File: config.mk
export PLATFORM = sky130hd
export DESIGN_NAME = quoted_argument_tokenizer
export DESIGN_NICKNAME = d
export VERILOG_FILES = /design/src/hdl/qat_pkg.sv /design/src/hdl/qat_parser.sv /design/src/hdl/qat_rsp_fifo.sv /design/src/hdl/quoted_argument_tokenizer.sv
export VERILOG_INCLUDE_DIRS = /design/src /design/src/hdl
export SDC_FILE = /design/constraint.sdc
export NUM_CORES = 1
export LEC_CHECK = 0
export BUFFER_PORTS_ARGS = -buffer_cell sky130_fd_sc_hd__buf_4
export CORE_UTILIZATION = 51
export CTS_CLUSTER_DIAMETER = 60
export DETAILED_ROUTE_END_ITERATION = 10
export PLACE_DENSITY = 0.71
export SYNTH_ARGS = -nofsm -noshare
export SYNTH_HDL_FRONTEND = slang
export SYNTH_SLANG_ARGS = --single-unit
File: constraint.sdc
create_clock -name clock -period 3.1 [get_ports clock]
set_clock_uncertainty 0.15 [all_clocks]
set_input_delay 0.155 -clock clock [delete_from_list [all_inputs] [get_ports clock]]
set_output_delay 0.155 -clock clock [all_outputs]
set_load 0.05 [all_outputs]
File: src/hdl/assert_macros.svh
// Assertion macros shared by the tokenizer RTL.
`ifndef ASSERT_MACROS_SVH
`define ASSERT_MACROS_SVH

// Check a property on every clock edge outside reset.
`define QAT_ASSERT(lbl, prop) \
   lbl: assert property (@(posedge clock) disable iff (reset) (prop)) \
      else $error("tokenizer assertion failed");

// Check that a trigger implies a consequence in the same cycle.
`define QAT_ASSERT_IMPL(lbl, trig, cons) \
   lbl: assert property (@(posedge clock) disable iff (reset) (trig) |-> (cons)) \
      else $error("tokenizer assertion failed");

// Check that a trigger implies a consequence in the next cycle.
`define QAT_ASSERT_NEXT(lbl, trig, cons) \
   lbl: assert property (@(posedge clock) disable iff (reset) (trig) |=> (cons)) \
      else $error("tokenizer assertion failed");

`endif

File: src/hdl/qat_pkg.sv
// Types, constants and character helpers for the quoted argument tokenizer.
`default_nettype none

package qat_pkg;

   localparam int unsigned QAT_FIFO_DEPTH = 4;
   localparam int unsigned COUNT_W        = 10;
   localparam logic [COUNT_W-1:0] ARG_COUNT_MAX = '1;

   localparam logic [7:0] CH_NUL       = 8'h00;
   localparam logic [7:0] CH_SPACE     = 8'h20;
   localparam logic [7:0] CH_TAB       = 8'h09;
   localparam logic [7:0] CH_NEWLINE   = 8'h0A;
   localparam logic [7:0] CH_VTAB      = 8'h0B;
   localparam logic [7:0] CH_FORMFEED  = 8'h0C;
   localparam logic [7:0] CH_RETURN    = 8'h0D;
   localparam logic [7:0] CH_BACKSPACE = 8'h08;
   localparam logic [7:0] CH_BELL      = 8'h07;
   localparam logic [7:0] CH_DQUOTE    = 8'h22;
   localparam logic [7:0] CH_SQUOTE    = 8'h27;
   localparam logic [7:0] CH_BACKSLASH = 8'h5C;
   localparam logic [7:0] CH_LOWER_N   = 8'h6E;
   localparam logic [7:0] CH_LOWER_R   = 8'h72;
   localparam logic [7:0] CH_LOWER_T   = 8'h74;
   localparam logic [7:0] CH_LOWER_B   = 8'h62;
   localparam logic [7:0] CH_LOWER_A   = 8'h61;

   typedef enum logic [2:0] {
      MODE_SKIP   = 3'd0,
      MODE_PLAIN  = 3'd1,
      MODE_DQ     = 3'd2,
      MODE_DQ_ESC = 3'd3,
      MODE_SQ     = 3'd4,
      MODE_SQ_ESC = 3'd5,
      MODE_CLOSED = 3'd6,
      MODE_DROP   = 3'd7
   } mode_type;

   typedef enum logic [1:0] {
      KIND_BYTE = 2'd0,
      KIND_END  = 2'd1,
      KIND_OK   = 2'd2,
      KIND_ERR  = 2'd3
   } kind_type;

   typedef struct packed {
      logic [7:0] in_byte;
      logic       line_end;
   } req_type;

   typedef struct packed {
      logic [7:0]         out_byte;
      kind_type           kind;
      logic [COUNT_W-1:0] arg_count;
   } rsp_type;

   // Up to two results produced by one input item, first in order.
   typedef struct packed {
      logic [1:0] num;
      rsp_type    first;
      rsp_type    second;
   } rsp_pair_type;

   typedef struct packed {
      mode_type           mode;
      logic [COUNT_W-1:0] count;
   } parse_state_type;

   // Outcome of handling one character in a sub-mode.
   typedef struct packed {
      logic     emit;
      rsp_type  rsp;
      mode_type mode;
      logic     bump;
   } step_type;

   function automatic rsp_type arg_byte(input logic [7:0] c);
      rsp_type r;
      r.out_byte  = c;
      r.kind      = KIND_BYTE;
      r.arg_count = '0;
      return r;
   endfunction

   function automatic rsp_type arg_end();
      rsp_type r;
      r.out_byte  = '0;
      r.kind      = KIND_END;
      r.arg_count = '0;
      return r;
   endfunction

   function automatic rsp_type line_status(input kind_type k,
                                           input logic [COUNT_W-1:0] cnt);
      rsp_type r;
      r.out_byte  = '0;
      r.kind      = k;
      r.arg_count = cnt;
      return r;
   endfunction

   function automatic logic is_blank(input logic [7:0] c);
      return (c == CH_SPACE) || (c == CH_TAB) || (c == CH_NEWLINE) ||
             (c == CH_VTAB) || (c == CH_FORMFEED) || (c == CH_RETURN);
   endfunction

   function automatic logic is_term(input logic [7:0] c);
      return (c == CH_SPACE) || (c == CH_TAB) || (c == CH_NEWLINE) || (c == CH_RETURN);
   endfunction

   function automatic logic [7:0] dq_escape(input logic [7:0] c);
      logic [7:0] r;
      case (c)
         CH_LOWER_N: r = CH_NEWLINE;
         CH_LOWER_R: r = CH_RETURN;
         CH_LOWER_T: r = CH_TAB;
         CH_LOWER_B: r = CH_BACKSPACE;
         CH_LOWER_A: r = CH_BELL;
         default:    r = c;
      endcase
      return r;
   endfunction

   // Character in unquoted text, or the first character of an argument.
   function automatic step_type plain_step(input logic [7:0] c);
      step_type s;
      s.emit = 1'b0;
      s.rsp  = '0;
      s.mode = MODE_PLAIN;
      s.bump = 1'b0;
      if (is_term(c)) begin
         s.emit = 1'b1;
         s.rsp  = arg_end();
         s.mode = MODE_SKIP;
         s.bump = 1'b1;
      end else if (c == CH_DQUOTE) begin
         s.mode = MODE_DQ;
      end else if (c == CH_SQUOTE) begin
         s.mode = MODE_SQ;
      end else begin
         s.emit = 1'b1;
         s.rsp  = arg_byte(c);
      end
      return s;
   endfunction

   // Character inside single quotes.
   function automatic step_type sq_step(input logic [7:0] c);
      step_type s;
      s.emit = 1'b0;
      s.rsp  = '0;
      s.mode = MODE_SQ;
      s.bump = 1'b0;
      if (c == CH_BACKSLASH) begin
         s.mode = MODE_SQ_ESC;
      end else if (c == CH_SQUOTE) begin
         s.mode = MODE_CLOSED;
      end else begin
         s.emit = 1'b1;
         s.rsp  = arg_byte(c);
      end
      return s;
   endfunction

endpackage

`default_nettype wire

File: src/hdl/qat_parser.sv
// Parse mode machine: one character or line end per transfer, up to two results.
`default_nettype none

module qat_parser (
   input  wire                      clock,
   input  wire                      reset,
   input  wire                      advance,
   input  qat_pkg::req_type         item,
   output qat_pkg::rsp_pair_type    pair,
   output qat_pkg::parse_state_type state
);
   import qat_pkg::*;

   mode_type           mode_ff, mode_in;
   logic [COUNT_W-1:0] count_ff, count_in;
   logic [COUNT_W-1:0] count_sat;
   logic [7:0]         c;
   step_type           plain_s, sq_s;

   assign c         = item.in_byte;
   assign count_sat = (count_ff == ARG_COUNT_MAX) ? count_ff : count_ff + 1'b1;
   assign plain_s   = plain_step(c);
   assign sq_s      = sq_step(c);

   always_comb begin
      pair     = '0;
      mode_in  = mode_ff;
      count_in = count_ff;
      if (item.line_end) begin
         pair.num = 2'd1;
         mode_in  = MODE_SKIP;
         count_in = '0;
         case (mode_ff)
            MODE_SKIP: begin
               pair.first = line_status(KIND_OK, count_ff);
            end
            MODE_PLAIN, MODE_CLOSED: begin
               pair.num    = 2'd2;
               pair.first  = arg_end();
               pair.second = line_status(KIND_OK, count_sat);
            end
            default: begin
               pair.first = line_status(KIND_ERR, count_ff);
            end
         endcase
      end else if (c != CH_NUL) begin
         case (mode_ff)
            MODE_SKIP, MODE_PLAIN: begin
               // blanks between arguments are skipped
               if (mode_ff == MODE_PLAIN || !is_blank(c)) begin
                  pair.num   = {1'b0, plain_s.emit};
                  pair.first = plain_s.rsp;
                  mode_in    = plain_s.mode;
                  if (plain_s.bump) count_in = count_sat;
               end
            end
            MODE_DQ: begin
               if (c == CH_BACKSLASH) begin
                  mode_in = MODE_DQ_ESC;
               end else if (c == CH_DQUOTE) begin
                  mode_in = MODE_CLOSED;
               end else begin
                  pair.num   = 2'd1;
                  pair.first = arg_byte(c);
               end
            end
            MODE_DQ_ESC: begin
               pair.num   = 2'd1;
               pair.first = arg_byte(dq_escape(c));
               mode_in    = MODE_DQ;
            end
            MODE_SQ: begin
               pair.num   = {1'b0, sq_s.emit};
               pair.first = sq_s.rsp;
               mode_in    = sq_s.mode;
            end
            MODE_SQ_ESC: begin
               if (c == CH_SQUOTE) begin
                  pair.num   = 2'd1;
                  pair.first = arg_byte(CH_SQUOTE);
                  mode_in    = MODE_SQ;
               end else begin
                  // keep the backslash, then handle the character as usual
                  pair.num    = sq_s.emit ? 2'd2 : 2'd1;
                  pair.first  = arg_byte(CH_BACKSLASH);
                  pair.second = sq_s.rsp;
                  mode_in     = sq_s.mode;
               end
            end
            MODE_CLOSED: begin
               if (is_blank(c)) begin
                  pair.num   = 2'd1;
                  pair.first = arg_end();
                  mode_in    = MODE_SKIP;
                  count_in   = count_sat;
               end else begin
                  mode_in = MODE_DROP;
               end
            end
            default: begin
               // drop the rest of the line
            end
         endcase
      end
   end

   always_ff @(posedge clock) begin
      if (reset) begin
         mode_ff  <= MODE_SKIP;
         count_ff <= '0;
      end else if (advance) begin
         mode_ff  <= mode_in;
         count_ff <= count_in;
      end
   end

   assign state.mode  = mode_ff;
   assign state.count = count_ff;

endmodule

`default_nettype wire

File: src/hdl/qat_rsp_fifo.sv
// Result queue: takes up to two results per cycle, hands out one per transfer.
`default_nettype none

module qat_rsp_fifo #(
   parameter int unsigned Depth = qat_pkg::QAT_FIFO_DEPTH
) (
   input  wire                   clock,
   input  wire                   reset,
   input  wire                   push,
   input  qat_pkg::rsp_pair_type push_pair,
   input  wire                   pop,
   output logic                  head_valid,
   output qat_pkg::rsp_type      head,
   output logic                  room_for_two
);
   import qat_pkg::*;

   localparam int unsigned PtrW = (Depth > 1) ? $clog2(Depth) : 1;
   localparam int unsigned CntW = $clog2(Depth + 1);

   rsp_type          mem_ff [Depth];
   logic [PtrW-1:0]  wr_ptr_ff, wr_ptr_in, rd_ptr_ff, rd_ptr_in;
   logic [PtrW-1:0]  wr_next, wr_next2, rd_next;
   logic [CntW-1:0]  count_ff, count_in;
   logic [1:0]       push_num;
   logic             do_pop;

   function automatic logic [PtrW-1:0] ptr_inc(input logic [PtrW-1:0] p);
      return (p == PtrW'(Depth - 1)) ? '0 : p + 1'b1;
   endfunction

   assign push_num = push ? push_pair.num : 2'd0;
   assign do_pop   = pop && head_valid;
   assign wr_next  = ptr_inc(wr_ptr_ff);
   assign wr_next2 = ptr_inc(wr_next);
   assign rd_next  = ptr_inc(rd_ptr_ff);

   always_comb begin
      case (push_num)
         2'd1:    wr_ptr_in = wr_next;
         2'd2:    wr_ptr_in = wr_next2;
         default: wr_ptr_in = wr_ptr_ff;
      endcase
      rd_ptr_in = do_pop ? rd_next : rd_ptr_ff;
      count_in  = count_ff + CntW'(push_num) - CntW'(do_pop);
   end

   always_ff @(posedge clock) begin
      if (reset) begin
         wr_ptr_ff <= '0;
         rd_ptr_ff <= '0;
         count_ff  <= '0;
      end else begin
         wr_ptr_ff <= wr_ptr_in;
         rd_ptr_ff <= rd_ptr_in;
         count_ff  <= count_in;
      end
   end

   always_ff @(posedge clock) begin
      if (push_num != 2'd0) mem_ff[wr_ptr_ff] <= push_pair.first;
      if (push_num == 2'd2) mem_ff[wr_next]   <= push_pair.second;
   end

   assign head_valid   = (count_ff != '0);
   assign head         = mem_ff[rd_ptr_ff];
   assign room_for_two = (count_ff <= CntW'(Depth - 2));

endmodule

`default_nettype wire

File: src/hdl/quoted_argument_tokenizer.sv
// Quoted argument tokenizer: splits a character stream into shell-style arguments.
//
// req channel: one character (in_byte) or an end-of-line mark (line_end) per
// transfer. A zero character is taken and ignored.
// rsp channel: argument bytes (kind byte), argument-end marks, and at each line
// end one status (ok or error) carrying the saturating argument count.
// Each request makes zero, one or two results. Results appear on rsp in the cycle
// after the request transfer at the earliest; the mode machine handles one
// character per cycle, so requests are taken back to back while req_stall is
// low. The rsp port moves one result per cycle while rsp_stall is low, so a
// stream where requests make two results runs at the rate of the result port.
// A small result queue (FifoDepth entries) sits between the two sides:
// req_stall rises when the queue cannot hold two more results, so a stalled
// receiver backs up into the request side, and nothing is lost or reordered.
// Reset empties the queue and returns the parser to the between-arguments mode
// with a zero count. After an error the rest of the line is dropped and the
// error status is sent at the line end.
`default_nettype none

module quoted_argument_tokenizer #(
   parameter int unsigned FifoDepth = qat_pkg::QAT_FIFO_DEPTH
) (
   input  wire               clock,
   input  wire               reset,
   input  wire               req_valid,
   output logic              req_stall,
   input  qat_pkg::req_type  req_payload,
   output logic              rsp_valid,
   input  wire               rsp_stall,
   output qat_pkg::rsp_type  rsp_payload
);
   import qat_pkg::*;

   `include "assert_macros.svh"

   logic            req_take;
   logic            room_for_two;
   rsp_pair_type    pair;
   parse_state_type state;

   assign req_stall = !room_for_two;
   assign req_take  = req_valid && !req_stall;

   qat_parser u_parser (
      .clock   (clock),
      .reset   (reset),
      .advance (req_take),
      .item    (req_payload),
      .pair    (pair),
      .state   (state)
   );

   qat_rsp_fifo #(
      .Depth (FifoDepth)
   ) u_rsp_fifo (
      .clock        (clock),
      .reset        (reset),
      .push         (req_take),
      .push_pair    (pair),
      .pop          (!rsp_stall),
      .head_valid   (rsp_valid),
      .head         (rsp_payload),
      .room_for_two (room_for_two)
   );

   `QAT_ASSERT_NEXT(a_line_end_clears, req_take && req_payload.line_end, state.mode == MODE_SKIP && state.count == '0)
   `QAT_ASSERT_IMPL(a_line_end_reports, req_take && req_payload.line_end, pair.num != 2'd0)
   `QAT_ASSERT_IMPL(a_byte_no_count, rsp_valid && rsp_payload.kind == KIND_BYTE, rsp_payload.arg_count == '0)

endmodule

`default_nettype wire
==> flow_summary.ini <==
[outcome]
status = finished clean

[power]
power.leakage_nw = 2.569
pwr_density_cell_nw_per_um2 = 643.6
vdd_drop_max_mv = 0.4895

[clock_network]
cts.clk_slew.worst_paths_ps = 80
clk_latency_ps = 360
cts_tree = yes
clock-root-buffer = clkbuf_16
cts_max_level = 3
numCtsBuffers = 9
cts_sinks = 102
cts.path.max_buffers = 2

[floorplan]
dieArea_sq_um = 12960
rows = 40
die_h_microns = 113.9
die_w_microns = 113.9
core-area_sq_um = 12110
initial_core_util_pct = 52.69
io_pins = 35

[route]
route.detailed.drc = 0
wl_microns = 17390
postRouteAntennaNets = 0
drt_pass1_iterations = 5
wl_per_cell_microns = 20.01
dr.first_iter.drc_count = 573
vias = 5564
vias_per_cell = 6.403

[synth]
ys_ff_latch = 102
synthMuxAreaShare_pct = 7.843
synth-async-reset-ratio_pct = 0
synth_fa_ha_area_share_pct = 2.667
synth_top_family_by_area = compound AO/OA/AOI/OAI gates
synth_compound_area_share_pct = 21.12
yosys.area_share.simple_pct = 19.16
synth_area_sq_um = 6381
synthDistinctLibCells = 73
synth_xor_area_share_pct = 1.373
ys_seq_area_share_pct = 43.92
synth_ff_type = edfxtp_1
syn_nets = 670
synth_cells = 644
synth.avg_cell_area_sq_um = 9.909
yosysWarnings = 0
synth_edf_count = 76

[global_route]
antenna_found_initial = 0
grt_pass1_wl_microns = 27620
grt_start_max_net_pins = 22
overflow = 0
grt_usage_pct = 27.98
grt_pass1_vias = 5160

[final_layout]
drive_gt1_share_pct = 21.11
diodes = 0
final_area_sq_um = 7415
syn_to_final_growth_pct = 16.20
nets = 722

[worst_setup_path]
crit_type = register to register
cp_num_cells = 13
regToRegStartpoint = u_parser.mode_ff[0]$_SDFFE_PP0P_
crit_buf_inv = 1
critical_path.most_common_cell = nand2_1
crit_path_end = u_rsp_fifo.mem_ff[0][1]$_DFFE_PP_
r2r_end = u_rsp_fifo.mem_ff[0][1]$_DFFE_PP_
cp_max_fo = 10
slowest_delay_ps = 380
critPathLaunchType = register
path_cells = buf_4 -> a211oi_2 -> nor2_1 -> o21ai_2 -> a31oi_4 -> o21ai_2 -> ha_2 -> nand2_1 -> and3_1 -> nand2_1 -> o21ai_0 -> nand2_1 -> o21ai_0
end_kind = register
arrival_ps = 2850
critPathLaunch = u_parser.mode_ff[0]$_SDFFE_PP0P_
critical_path.top_delay_family = compound AO/OA/AOI/OAI gates
rrSetupSlack_ps = 200
reg2regPathDepth = 13
required_ps = 3050
crit_slowest_cell = dfxtp_2

[run]
drv_cap = 0

[timing]
finalCritPeriodShare_pct = 93.55
setup_viol = 0
whs_ps = 50.53
worst_slew_pin_slew_ps = 614.9
fmax_mhz = 344.8
period_needed_ps = 2900
hold_viol_final = 0
rsz0062_at_grt = false
max_slew_margin_pct = 58.58
finalMaxSlewViolations = 0

[worst_hold_path]
hold_class = input port to register

[placed_design]
dpl_cell_area_sq_um = 7084
hpwl_microns = 12770
portBuffers = 34
place.gp.congestion = 0.9843
-- how the worst min path moves through the flow --
stage | endpoint | cells past startpoint | startpoint | slack, ps
after CTS | u_rsp_fifo.mem_ff[2][18]$_DFFE_PP_ | 2 | req_payload[7] | 40
after global placement | u_rsp_fifo.mem_ff[3][10]$_SDFFE_PP0P_ | 2 | u_rsp_fifo.mem_ff[3][10]$_SDFFE_PP0P_ | 300
after floorplan | u_rsp_fifo.count_ff[0]$_SDFF_PP0_ | 2 | reset | 190
after global routing | u_rsp_fifo.mem_ff[2][18]$_DFFE_PP_ | 2 | req_payload[7] | 70
final | u_rsp_fifo.mem_ff[2][18]$_DFFE_PP_ | 2 | req_payload[7] | 50
after detailed placement | u_rsp_fifo.mem_ff[3][10]$_SDFFE_PP0P_ | 2 | u_rsp_fifo.mem_ff[3][10]$_SDFFE_PP0P_ | 310
-- synth_stat cells (3+ instances only) --
cell type  number  area share (%)
nor3_1          9            0.71
nor2_1         51             3.0
a21oi_1        28             2.2
a221oi_1        3            0.41
o32ai_1         3            0.41
buf_2          11            0.86
and3_1         16             1.6
nand4_1         7            0.69
nand3_1        19             1.5
nor2b_1         9            0.88
nor4b_1         3            0.41
dfxtp_1        26             8.2
o21ai_1         5            0.39
o21ai_0        53             4.2
o22ai_1        10            0.98
clkbuf_1       35             2.1
xor2_1          6            0.82
nand3b_1        5            0.59
xnor2_1         4            0.55
ha_1           12             2.4
a211oi_1        5            0.59
a31oi_1        11             1.1
a22o_1         40             5.5
o31ai_1         3            0.35
nand2b_1        8            0.78
and2_1          8            0.78
a21o_1          3            0.35
mux2i_1         5            0.78
nor4_1          3            0.29
inv_1          13            0.76
o21a_1          5            0.59
or2_2           4            0.39
edfxtp_1       76              36
and4b_1         3            0.47
mux4_2         20             7.1
nand2_1        73             4.3
-- logic make-up after synthesis --
family | Yosys count
simple gates | 237
buf+inv | 62
xor+xnor | 10
flops | 102
compound gates | 195
mux | 25
fa+ha+maj | 13
-- state kept, by name, summed over array words and instances (netlist names), named ones only --
signal	flops
u_rsp_fifo.rd_ptr_ff	2
u_rsp_fifo.wr_ptr_ff	2
u_rsp_fifo.mem_ff	80
u_parser.count_ff	10
u_rsp_fifo.count_ff	3
u_parser.mode_ff	3
-- worst register-to-register path: cells and delay by family, from the launching register on --
family | cells | cell delay, ps
AOI/OAI and AO/OA | 6 | 1010
adders and majority gates | 1 | 260
buffers and inverters | 1 | 190
DFF | 1 | 380
and+or+nand+nor | 5 | 650
-- cell type report --
| class | instances | area [sq um] |
|---|---|---|
| flip-flops and latches | 102 | 2806 |
| inverters | 14 | 52.55 |
| repair buffers | 89 | 695.7 |
| clock inverters | 6 | 70.07 |
| multi-input cells | 480 | 3351 |
| well taps | 168 | 210.2 |
| fillers | 1035 | 4697 |
| clock buffers | 10 | 229.0 |
-- power breakdown --
part / total (mW) / switching [mW] / leakage (nW) / internal [mW]
sequential: 1.82 / 0.0950 / 0.884 / 1.72
combinational: 1.80 / 1.14 / 1.55 / 0.658
clock: 1.16 / 0.528 / 0.137 / 0.633
-- per-stage QoR --
stage               std cells  setup TNS, ps  power (mW)  util, %  setup WS, ps
finish                    869              0       4.772    61.22         200.0
global placement          852         -765.8       3.587    58.49        -49.77
detailed placement        852          -2868       3.631    58.49        -146.9
floorplan                 644              0       3.089        -         11.35
global route              869              0       4.958    61.22         57.39
CTS                       869              0       4.773    61.04         46.21
-- cells in the final DEF, fill, tap and decap left out, types with 6 or more instances in the layout --
cell type,Yosys,layout
nand4_1,7,7
mux4_2,20,20
and2_1,8,8
inv_1,13,13
a21oi_1,28,28
a31oi_1,11,11
o22ai_1,10,10
nand2_1,73,73
o21ai_0,53,53
nand2b_1,8,8
clkbuf_16,0,9
dfxtp_1,26,23
a22o_1,40,40
nor3_1,9,9
xor2_1,6,6
ha_1,12,11
buf_4,1,86
nor2b_1,9,9
nor2_1,51,51
nand3_1,19,19
edfxtp_1,76,76
and3_1,16,16
-- what timing repair did --
| item | 4_1_cts | 5_1_grt |
|---|---|---|
| setup endpoints to repair | 0 | 110 |
| hold buffers | 1 | 0 |
| buffers inserted | 0 | 0 |
| endpoints found under the hold margin | 13 | 0 |
| resized for setup | 0 | 7 |
-- metal layers --
metal | track usage, % | share of wire (%) | vias to the layer above
li1 | - | - | 2576
met1 | 40.22 | 45 | 2647
met2 | 42.60 | 45 | 304
met3 | 5.260 | 8.5 | 37
met4 | 9.610 | 2.2 | 0
met5 | 0 | 0 | -
No activity file was read; power rests on OpenSTA's default activity.
